==> src/rtl/lrr_pkg.sv <==
// Shared types and constants of the LIN response receiver.
`default_nettype none

package lrr_pkg;

    localparam int RAW_DEPTH   = 48;
    localparam int MAX_DATA    = 8;
    localparam int QUEUE_DEPTH = 2;

    localparam int DATA_IDX_W = (MAX_DATA > 1) ? $clog2(MAX_DATA) : 1;
    localparam int SCNT_W     = $clog2(RAW_DEPTH + 1);

    localparam logic [7:0] SYNC_BYTE     = 8'h55;
    localparam logic [5:0] CLASSIC_FIRST = 6'h3C;

    typedef enum logic [1:0] {
        ACT_START   = 2'd0,
        ACT_BYTE    = 2'd1,
        ACT_GAP     = 2'd2,
        ACT_TIMEOUT = 2'd3
    } action_t;

    typedef enum logic [2:0] {
        ST_OK        = 3'd0,
        ST_CHK_ERR   = 3'd1,
        ST_TRUNC     = 3'd2,
        ST_NO_RESP   = 3'd3,
        ST_NOT_REQ   = 3'd4,
        ST_STARTED   = 3'd5
    } status_t;

    // One queued command: either a single status word or a burst of data words.
    typedef struct packed {
        status_t                     status;
        logic [7:0]                  pid;
        logic                        has_data;
        logic                        last;
        logic [3:0]                  len;
        logic [MAX_DATA-1:0][7:0]    data;
    } cmd_t;

    typedef struct packed {
        status_t    status;
        logic [7:0] pid;
        logic [7:0] data;
        logic [2:0] idx;
        logic       has_data;
        logic       last;
    } res_t;

endpackage

`default_nettype wire

==> src/rtl/lrr_front.sv <==
// Front end: frame tracking, header search, data capture and checksum.
`default_nettype none

module lrr_front (
    input  wire logic          clk,
    input  wire logic          rst_n,
    input  wire logic          accept,
    input  wire logic [1:0]    action,
    input  wire logic [5:0]    frame_id,
    input  wire logic [3:0]    expected_len,
    input  wire logic [7:0]    rx_byte,
    output logic               push,
    output lrr_pkg::cmd_t      cmd
);
    import lrr_pkg::*;

    function automatic logic [7:0] make_pid(input logic [5:0] id);
        logic p0;
        logic p1;
        p0 = id[0] ^ id[1] ^ id[2] ^ id[4];
        p1 = ~(id[1] ^ id[3] ^ id[4] ^ id[5]);
        return {p1, p0, id};
    endfunction

    function automatic logic [7:0] add_carry(input logic [7:0] s, input logic [7:0] b);
        logic [8:0] t;
        t = {1'b0, s} + {1'b0, b};
        return t[7:0] + {7'd0, t[8]};
    endfunction

    logic                     active_reg, active_next;
    logic                     header_seen_reg, header_seen_next;
    logic [7:0]               pid_reg, pid_next;
    logic [3:0]               len_reg, len_next;
    logic [7:0]               prev_byte_reg, prev_byte_next;
    logic [SCNT_W-1:0]        stored_count_reg, stored_count_next;
    logic [3:0]               after_header_count_reg, after_header_count_next;
    logic [7:0]               running_sum_reg, running_sum_next;
    logic [MAX_DATA-1:0][7:0] data_store_reg;

    logic                     store_we;
    logic [DATA_IDX_W-1:0]    store_idx;
    logic [3:0]               len_sat;
    logic [7:0]               pid_new;
    logic [3:0]               ahc_inc;

    always_comb
    begin
        active_next             = active_reg;
        header_seen_next        = header_seen_reg;
        pid_next                = pid_reg;
        len_next                = len_reg;
        prev_byte_next          = prev_byte_reg;
        stored_count_next       = stored_count_reg;
        after_header_count_next = after_header_count_reg;
        running_sum_next        = running_sum_reg;
        store_we                = 1'b0;
        store_idx               = after_header_count_reg[DATA_IDX_W-1:0];
        push                    = 1'b0;
        len_sat   = (expected_len > 4'(MAX_DATA)) ? 4'(MAX_DATA) : expected_len;
        pid_new   = make_pid(frame_id);
        ahc_inc   = after_header_count_reg + 4'd1;

        cmd.status   = ST_STARTED;
        cmd.pid      = pid_reg;
        cmd.has_data = 1'b0;
        cmd.last     = 1'b1;
        cmd.len      = len_reg;
        cmd.data     = data_store_reg;

        if (accept)
        begin
            unique case (action_t'(action))
                ACT_START:
                begin
                    pid_next                = pid_new;
                    len_next                = len_sat;
                    header_seen_next        = 1'b0;
                    prev_byte_next          = 8'd0;
                    stored_count_next       = '0;
                    after_header_count_next = 4'd0;
                    running_sum_next = (pid_new[5:0] >= CLASSIC_FIRST) ? 8'd0 : pid_new;
                    push    = 1'b1;
                    cmd.pid = pid_new;
                    if (len_sat == 4'd0)
                    begin
                        active_next = 1'b0;
                        cmd.status  = ST_NOT_REQ;
                    end
                    else
                    begin
                        active_next = 1'b1;
                        cmd.last    = 1'b0;
                    end
                end
                ACT_BYTE:
                begin
                    if (active_reg && stored_count_reg < SCNT_W'(RAW_DEPTH))
                    begin
                        stored_count_next = stored_count_reg + SCNT_W'(1);
                        prev_byte_next    = rx_byte;
                        if (!header_seen_reg)
                        begin
                            if (stored_count_reg != '0 && prev_byte_reg == SYNC_BYTE &&
                                rx_byte == pid_reg)
                            begin
                                header_seen_next        = 1'b1;
                                after_header_count_next = 4'd0;
                            end
                        end
                        else
                        begin
                            after_header_count_next = ahc_inc;
                            if (ahc_inc <= len_reg)
                            begin
                                store_we         = 1'b1;
                                running_sum_next = add_carry(running_sum_reg, rx_byte);
                            end
                            else
                            begin
                                // The checksum byte closes the frame.
                                push         = 1'b1;
                                active_next  = 1'b0;
                                cmd.has_data = 1'b1;
                                cmd.status   = (rx_byte == ~running_sum_reg) ?
                                               ST_OK : ST_CHK_ERR;
                            end
                        end
                    end
                end
                ACT_GAP:
                begin
                    if (active_reg && header_seen_reg && after_header_count_reg != 4'd0)
                    begin
                        push        = 1'b1;
                        active_next = 1'b0;
                        cmd.status  = ST_TRUNC;
                    end
                end
                ACT_TIMEOUT:
                begin
                    if (active_reg)
                    begin
                        push        = 1'b1;
                        active_next = 1'b0;
                        cmd.status  = header_seen_reg ? ST_TRUNC : ST_NO_RESP;
                    end
                end
            endcase
        end
    end

    always_ff @(posedge clk or negedge rst_n)
    begin
        if (!rst_n)
        begin
            active_reg             <= 1'b0;
            header_seen_reg        <= 1'b0;
            pid_reg                <= 8'd0;
            len_reg                <= 4'd0;
            prev_byte_reg          <= 8'd0;
            stored_count_reg       <= '0;
            after_header_count_reg <= 4'd0;
            running_sum_reg        <= 8'd0;
        end
        else
        begin
            active_reg             <= active_next;
            header_seen_reg        <= header_seen_next;
            pid_reg                <= pid_next;
            len_reg                <= len_next;
            prev_byte_reg          <= prev_byte_next;
            stored_count_reg       <= stored_count_next;
            after_header_count_reg <= after_header_count_next;
            running_sum_reg        <= running_sum_next;
        end
    end

    always_ff @(posedge clk)
    begin
        if (store_we)
        begin
            data_store_reg[store_idx] <= rx_byte;
        end
    end

    a_active_len: assert property (@(posedge clk) disable iff (!rst_n)
        active_reg |-> (len_reg != 4'd0 && len_reg <= 4'(MAX_DATA)))
        else $error("active frame with an invalid length");

    a_ahc_bound: assert property (@(posedge clk) disable iff (!rst_n)
        (active_reg && header_seen_reg) |-> after_header_count_reg <= len_reg)
        else $error("data count ran past the frame length");

endmodule

`default_nettype wire

==> src/rtl/lrr_queue.sv <==
// Short command queue between front end and result sequencer.
`default_nettype none

module lrr_queue (
    input  wire logic          clk,
    input  wire logic          rst_n,
    input  wire logic          push,
    input  wire lrr_pkg::cmd_t push_cmd,
    input  wire logic          pop,
    output logic               not_empty,
    output logic               full,
    output lrr_pkg::cmd_t      head
);
    import lrr_pkg::*;

    localparam int PTR_W = (QUEUE_DEPTH > 1) ? $clog2(QUEUE_DEPTH) : 1;
    localparam int CNT_W = $clog2(QUEUE_DEPTH + 1);

    cmd_t             entry_reg [QUEUE_DEPTH];
    logic [PTR_W-1:0] wr_ptr_reg, wr_ptr_next;
    logic [PTR_W-1:0] rd_ptr_reg, rd_ptr_next;
    logic [CNT_W-1:0] count_reg, count_next;

    assign not_empty = (count_reg != '0);
    assign full      = (count_reg == CNT_W'(QUEUE_DEPTH));
    assign head      = entry_reg[rd_ptr_reg];

    always_comb
    begin
        wr_ptr_next = wr_ptr_reg;
        rd_ptr_next = rd_ptr_reg;
        count_next  = count_reg;
        if (push)
        begin
            wr_ptr_next = (wr_ptr_reg == PTR_W'(QUEUE_DEPTH - 1)) ? '0 :
                          wr_ptr_reg + PTR_W'(1);
        end
        if (pop)
        begin
            rd_ptr_next = (rd_ptr_reg == PTR_W'(QUEUE_DEPTH - 1)) ? '0 :
                          rd_ptr_reg + PTR_W'(1);
        end
        if (push && !pop)
        begin
            count_next = count_reg + CNT_W'(1);
        end
        else if (pop && !push)
        begin
            count_next = count_reg - CNT_W'(1);
        end
    end

    always_ff @(posedge clk or negedge rst_n)
    begin
        if (!rst_n)
        begin
            wr_ptr_reg <= '0;
            rd_ptr_reg <= '0;
            count_reg  <= '0;
        end
        else
        begin
            wr_ptr_reg <= wr_ptr_next;
            rd_ptr_reg <= rd_ptr_next;
            count_reg  <= count_next;
        end
    end

    always_ff @(posedge clk)
    begin
        if (push)
        begin
            entry_reg[wr_ptr_reg] <= push_cmd;
        end
    end

    a_no_overflow: assert property (@(posedge clk) disable iff (!rst_n)
        push |-> !full)
        else $error("command pushed into a full queue");

    a_no_underflow: assert property (@(posedge clk) disable iff (!rst_n)
        pop |-> not_empty)
        else $error("command popped from an empty queue");

endmodule

`default_nettype wire

==> src/rtl/lrr_back.sv <==
// Result sequencer: expands queued commands into output words.
`default_nettype none

module lrr_back (
    input  wire logic          clk,
    input  wire logic          rst_n,
    input  wire logic          cmd_avail,
    input  wire lrr_pkg::cmd_t head,
    output logic               pop,
    input  wire logic          out_stall,
    output logic               out_valid,
    output lrr_pkg::res_t      res
);
    import lrr_pkg::*;

    logic       valid_reg, valid_next;
    res_t       res_reg, res_next;
    logic [2:0] idx_reg, idx_next;
    logic       load;
    logic       final_word;

    assign out_valid = valid_reg;
    assign res       = res_reg;

    always_comb
    begin
        load       = !valid_reg || !out_stall;
        final_word = head.has_data ? (({1'b0, idx_reg} + 4'd1) == head.len) : 1'b1;
        pop        = 1'b0;
        idx_next   = idx_reg;
        res_next   = res_reg;
        valid_next = valid_reg;

        if (load)
        begin
            valid_next = cmd_avail;
            if (cmd_avail)
            begin
                res_next.status   = head.status;
                res_next.pid      = head.pid;
                res_next.has_data = head.has_data;
                if (head.has_data)
                begin
                    res_next.data = head.data[idx_reg[DATA_IDX_W-1:0]];
                    res_next.idx  = idx_reg;
                    res_next.last = final_word;
                end
                else
                begin
                    res_next.data = 8'd0;
                    res_next.idx  = 3'd0;
                    res_next.last = head.last;
                end
                if (final_word)
                begin
                    pop      = 1'b1;
                    idx_next = 3'd0;
                end
                else
                begin
                    idx_next = idx_reg + 3'd1;
                end
            end
        end
    end

    always_ff @(posedge clk or negedge rst_n)
    begin
        if (!rst_n)
        begin
            valid_reg <= 1'b0;
            idx_reg   <= 3'd0;
        end
        else
        begin
            valid_reg <= valid_next;
            idx_reg   <= idx_next;
        end
    end

    always_ff @(posedge clk)
    begin
        res_reg <= res_next;
    end

    a_burst_holds_head: assert property (@(posedge clk) disable iff (!rst_n)
        (idx_reg != 3'd0) |-> (cmd_avail && head.has_data &&
                               ({1'b0, idx_reg} < head.len)))
        else $error("burst position without a matching data command");

    a_last_pops: assert property (@(posedge clk) disable iff (!rst_n)
        (load && cmd_avail && final_word) |=> (idx_reg == 3'd0))
        else $error("burst position not cleared after the final word");

endmodule

`default_nettype wire

==> src/rtl/lin_response_receiver_unit.sv <==
// A word passes through the command queue and then the result register before it reaches the port.
// A completed frame gives one data word per unstalled cycle; a start or an ending gives one word.
// Item and result sides each move one word per cycle; a two-entry command queue lets
// them stall independently, so input stalls only when that queue is full.
// Reset (rst_n, asynchronous, active low) clears all control state; the block comes up idle.
`default_nettype none

module lin_response_receiver_unit (
    input  wire logic       clk,
    input  wire logic       rst_n,
    input  wire logic       item_valid,
    output logic            item_stall,
    input  wire logic [1:0] action,
    input  wire logic [5:0] frame_id,
    input  wire logic [3:0] expected_len,
    input  wire logic [7:0] rx_byte,
    output logic            result_valid,
    input  wire logic       result_stall,
    output logic [2:0]      status,
    output logic [7:0]      protected_id,
    output logic [7:0]      data_byte,
    output logic [2:0]      byte_index,
    output logic            has_data,
    output logic            last
);
    import lrr_pkg::*;

    logic  accept;
    logic  push;
    logic  pop;
    logic  q_not_empty;
    logic  q_full;
    cmd_t  push_cmd;
    cmd_t  head;
    res_t  res;

    assign item_stall = q_full;
    assign accept     = item_valid && !q_full;

    lrr_front u_front (
        .clk          (clk),
        .rst_n        (rst_n),
        .accept       (accept),
        .action       (action),
        .frame_id     (frame_id),
        .expected_len (expected_len),
        .rx_byte      (rx_byte),
        .push         (push),
        .cmd          (push_cmd)
    );

    lrr_queue u_queue (
        .clk       (clk),
        .rst_n     (rst_n),
        .push      (push),
        .push_cmd  (push_cmd),
        .pop       (pop),
        .not_empty (q_not_empty),
        .full      (q_full),
        .head      (head)
    );

    lrr_back u_back (
        .clk       (clk),
        .rst_n     (rst_n),
        .cmd_avail (q_not_empty),
        .head      (head),
        .pop       (pop),
        .out_stall (result_stall),
        .out_valid (result_valid),
        .res       (res)
    );

    assign status       = res.status;
    assign protected_id = res.pid;
    assign data_byte    = res.data;
    assign byte_index   = res.idx;
    assign has_data     = res.has_data;
    assign last         = res.last;

endmodule

`default_nettype wire

==> config.mk <==
export PLATFORM = sky130hd
export DESIGN_NAME = lin_response_receiver_unit
export DESIGN_NICKNAME = d
export VERILOG_FILES = /design/src/rtl/lrr_pkg.sv /design/src/rtl/lrr_front.sv /design/src/rtl/lrr_queue.sv /design/src/rtl/lrr_back.sv /design/src/rtl/lin_response_receiver_unit.sv
export SDC_FILE = /design/constraint.sdc
export NUM_CORES = 1
export LEC_CHECK = 0
export BUFFER_PORTS_ARGS = -buffer_cell sky130_fd_sc_hd__buf_4
export CAP_MARGIN = 40
export CORE_MARGIN = 2
export CORE_UTILIZATION = 60
export CTS_BUF_LIST = sky130_fd_sc_hd__clkbuf_4 sky130_fd_sc_hd__clkbuf_8
export CTS_CLUSTER_DIAMETER = 50
export DETAILED_ROUTE_END_ITERATION = 8
export GPL_TIMING_DRIVEN = 0
export PLACE_DENSITY = 0.78
export SLEW_MARGIN = 5
export SYNTH_ARGS = -nofsm -noshare
export SYNTH_HDL_FRONTEND = slang
export SYNTH_SLANG_ARGS = --single-unit
==> constraint.sdc <==
create_clock -name clk -period 8.05 [get_ports clk]
set_input_delay 0 -clock clk [delete_from_list [all_inputs] [get_ports clk]]
set_output_delay 0 -clock clk [all_outputs]
set_load 0.1 [all_outputs]
==> flow_summary.rst <==
.. list-table::
   :header-rows: 1

   * - Metric
     - Value
   * - Number of detailed-routing iterations run before antenna repair
     - 5
   * - First DRT Iteration DRCs
     - 525
   * - Syn-to-layout area delta
     - 17.6%
   * - Xor and xnor fraction of the mapped netlist area
     - 0.0236
   * - Highest net fanout along the worst path
     - 26
   * - Slew Limit Headroom
     - 0.437
   * - Internal cell power
     - 3.18 mW
   * - Initial Utilization
     - 0.611
   * - Complex-gate fraction of the synthesized area
     - 0.0448
   * - Fraction of layout cells with a size suffix above 1
     - 0.257
   * - Final Cycle Share
     - 0.475
   * - Post-synthesis simple-gate area fraction
     - 0.0631
   * - Clock Sink Count
     - 298
   * - Die boundary height
     - between 100 and 150 um
   * - Share of the yosys chip area belonging to registers
     - 0.732
   * - Net Sw Frac
     - 0.347
   * - Kind of critical path
     - register to register
   * - Average vias per placed instance
     - 5.88
   * - Diode count
     - 0
   * - Share of synthesized flip-flops with an asynchronous set or reset
     - 0.161
   * - Post-CTS setup buffers
     - 0
   * - Post-route ant nets
     - 0
   * - Wire length of the first global-routing pass
     - 37,700 um
   * - Ports
     - 50
   * - Synthesized netlist cell count
     - ~680
   * - Net count, final
     - 863
   * - Clock Tree Root
     - sky130_fd_sc_hd__clkbuf_8
   * - Total Wirelength
     - 24,500 um
   * - Ys flop type
     - sky130_fd_sc_hd__edfxtp_1
   * - Initial antenna violation count
     - 0
   * - Status
     - finished, final reports clean
   * - Overall Power
     - ~4.9 mW
   * - # setup viols final
     - 0
   * - Via count of the first global-routing pass
     - 6,859
   * - Delay of the slowest critical-path stage
     - roughly 520 ps
   * - Critical path startpoint category
     - register
   * - Endpoint class of the critical path
     - register
   * - Vias after detailed routing
     - 6,572
   * - Portion of netlist area occupied by mux cells
     - 0.0988
   * - Max FFs per register
     - 162
   * - Fraction of power consumed by combinational cells
     - 0.336
   * - Total global-route track usage
     - 0.246
   * - Fraction of the core area covered by cells at the end of the flow
     - 0.719
   * - Number of placement rows
     - 51
   * - Actual transition at the worst max-transition pin
     - 837 ps
   * - Die Outline Area
     - 21,000 um^2
   * - Data required, critical path
     - 8280 ps
   * - Setup clock skew after layout
     - approximately 25 ps
   * - Net switching power
     - 1.69 mW
   * - Mapped Area
     - 11,900 um^2
   * - Post-synthesis area per instance
     - 17.6 um^2
   * - Leakage power total
     - 5.05 nW
   * - Standard cell with the maximum stage delay on the critical path
     - sky130_fd_sc_hd__dfrtp_1
   * - Core footprint
     - ~19,000 um^2
   * - Average wire per standard cell
     - 22.0 um
   * - Num CTS Buffers
     - between 40 and 50
   * - Fin. Hold Viols
     - 0
   * - RSZ-0062 raised after global routing
     - no
   * - Worst-Skew Late Latency
     - 550 ps
   * - Adder-Cell Fraction of Synth Area
     - 0.0227
   * - Clock Power Share
     - 0.243
   * - Die span in x
     - ~140 um
   * - Ordered cell list for the critical path
     - inv_1, ha_1, ha_1, nor2b_1, o21a_1, o21a_1, o21ai_1, o22ai_2, nor2b_4, buf_16, buf_12, buf_12
   * - Data arrival time of the worst path
     - roughly 4100 ps
   * - Hold WC Path Type
     - input pin to async pin
   * - Sum of overflow across all layers after global routing
     - 0
   * - Pwr/cell area
     - 348 nW/um^2
   * - # Max-Cap Violations
     - 0
   * - Count of input and output buffers
     - 49
   * - Final critical delay including setup and external delays
     - around 3800 ps
   * - Longest Clk Path Bufs
     - 3
   * - Sequential fraction of design power
     - 0.421
   * - CTS tree
     - yes
   * - Peak ir drop on the vdd network
     - between 150 and 200 uV
   * - Seq cells post-synth
     - 298
   * - Gpl congestion
     - ~0.88
   * - Count of unresolved DRC violations after routing
     - 0
   * - Sum of negative setup slack
     - 0 ps
   * - Deepest level of the CTS H-tree
     - 2
   * - Placed wire-length estimate after detailed placement
     - about 16,000 um
   * - Hold Worst Slack
     - ~19 ps
   * - Number of unique standard cell types used by synthesis
     - between 50 and 60
   * - Clk slew on worst S/H paths
     - 60 ps
   * - Dominant combinational cell family by area after synthesis
     - multiplexers
   * - Number of warnings printed during yosys synthesis
     - 0
   * - Count of flip-flops with a built-in enable after synthesis
     - 250
   * - Post-synth net total
     - 721
   * - Maximum operating frequency
     - 261 MHz
   * - Final count of pins violating max slew
     - 0
   * - Maximum number of pins on one net before global-route repair
     - 66
[metal layers]
| layer | GRT usage | vias up | part of all wire |
|---|---|---|---|
| li1 | - | 2915 | - |
| met1 | 0.328 | 3381 | 0.41 |
| met2 | 0.417 | 239 | 0.52 |
| met3 | 0.0507 | 37 | 0.059 |
| met4 | 0.0664 | 0 | 0.015 |
| met5 | 0 | - | 0 |
[cell usage after synthesis, types with 12 or more instances]
cell | number | area, um^2
sky130_fd_sc_hd__edfxtp_1 | 250 | 7510
sky130_fd_sc_hd__nand2_1 | 49 | 184
sky130_fd_sc_hd__nand3_1 | 15 | 75.1
sky130_fd_sc_hd__a22o_1 | 12 | 105
sky130_fd_sc_hd__xor2_1 | 12 | 105
sky130_fd_sc_hd__ha_1 | 20 | 250
sky130_fd_sc_hd__mux2_2 | 19 | 214
sky130_fd_sc_hd__inv_1 | 14 | 52.6
sky130_fd_sc_hd__o21ai_0 | 22 | 110
sky130_fd_sc_hd__xnor2_1 | 20 | 175
sky130_fd_sc_hd__nor2_1 | 21 | 78.8
sky130_fd_sc_hd__mux4_2 | 40 | 901
sky130_fd_sc_hd__dfrtp_1 | 48 | 1200
[cell families (layout without fill, tap and decap cells)]
kind of cell | Yosys count | count (layout)
XOR/XNOR | 32 | 32
adder cells (fa/ha/maj) | 21 | 21
buffers and inverters | 35 | 211
flip-flops | 298 | 298
multiplexers | 65 | 65
AND/OR/NAND/NOR | 150 | 150
AO/OA/AOI/OAI | 75 | 75
[cells in the final DEF, fill, tap and decap left out, drive strengths merged, types with 19 or more instances in the layout]
cell type	n
nor2	21
dfrtp	48
dlygate4sd3	30
buf	77
xnor2	20
clkbuf	71
mux2	19
edfxtp	250
mux4	40
nand2	49
o21ai	23
ha	20
[cell type report]
| type | count | area, um^2 |
|---|---|---|
| Sequential cell | 298 | 8710 |
| Timing Repair Buffer | 93 | 862 |
| Fill cell | 1184 | 5480 |
| Inverter | 14 | 52.6 |
| Buffer | 21 | 125 |
| Clock inverter | 19 | 90.1 |
| Multi-Input combinational cell | 343 | 3030 |
| Clock buffer | 64 | 787 |
| Tap cell | 265 | 332 |
[worst max-delay path: cells and delay by family (launching register included)]
| family | cells | cell delay, ps |
|---|---|---|
| AOI/OAI and AO/OA | 4 | 900 |
| adders and majority gates | 2 | 640 |
| buffers and inverters | 4 | 770 |
| DFF | 1 | 520 |
| and+or+nand+nor | 2 | 630 |
[repair_timing]
action | in CTS | in global routing
setup endpoints to repair | 0 | 0
hold endpoints to repair | 161 | 0
hold buffers | 30 | 0
resized for setup | 0 | 0
[final timing paths]
path	startpoint	to	slack [ps]	cells after the start
max	u_front.after_header_count_reg[1]	u_queue.entry_reg[0][60]	4220	12
min	rst_n	u_front.running_sum_reg[3]	20	2
max reg2reg	u_front.after_header_count_reg[1]	u_queue.entry_reg[0][60]	4220	12
min reg2reg	u_front.cmd[11]	u_queue.entry_reg[1][11]	440	0
max in group asynchronous	rst_n	u_back.idx_reg[1]	7580	2
min in group clk	result_stall	u_back.out_valid	230	4
[power by group through the flow]
stage                     sequential (mW)  clock [mW]  combinational, mW
final                                2.05        1.18               1.64
after global routing                 2.07        1.27               1.74
after CTS                            2.05        1.21               1.64
after detailed placement             2.07           0               1.61
after global placement               2.07           0               1.53
after floorplan                      2.45           0              0.819
[per-stage QoR]
stage                     setup WS [ps]  std cells  instance area (um^2)
final                              4220       1117                 14000
after global placement              130        990                 12600
after global routing               4040       1117                 14000
after floorplan                    2100        676                 11900
after detailed placement           4340       1004                 12800
after CTS                          4270       1117                 14000
No activity file was read; power rests on OpenSTA's default activity.
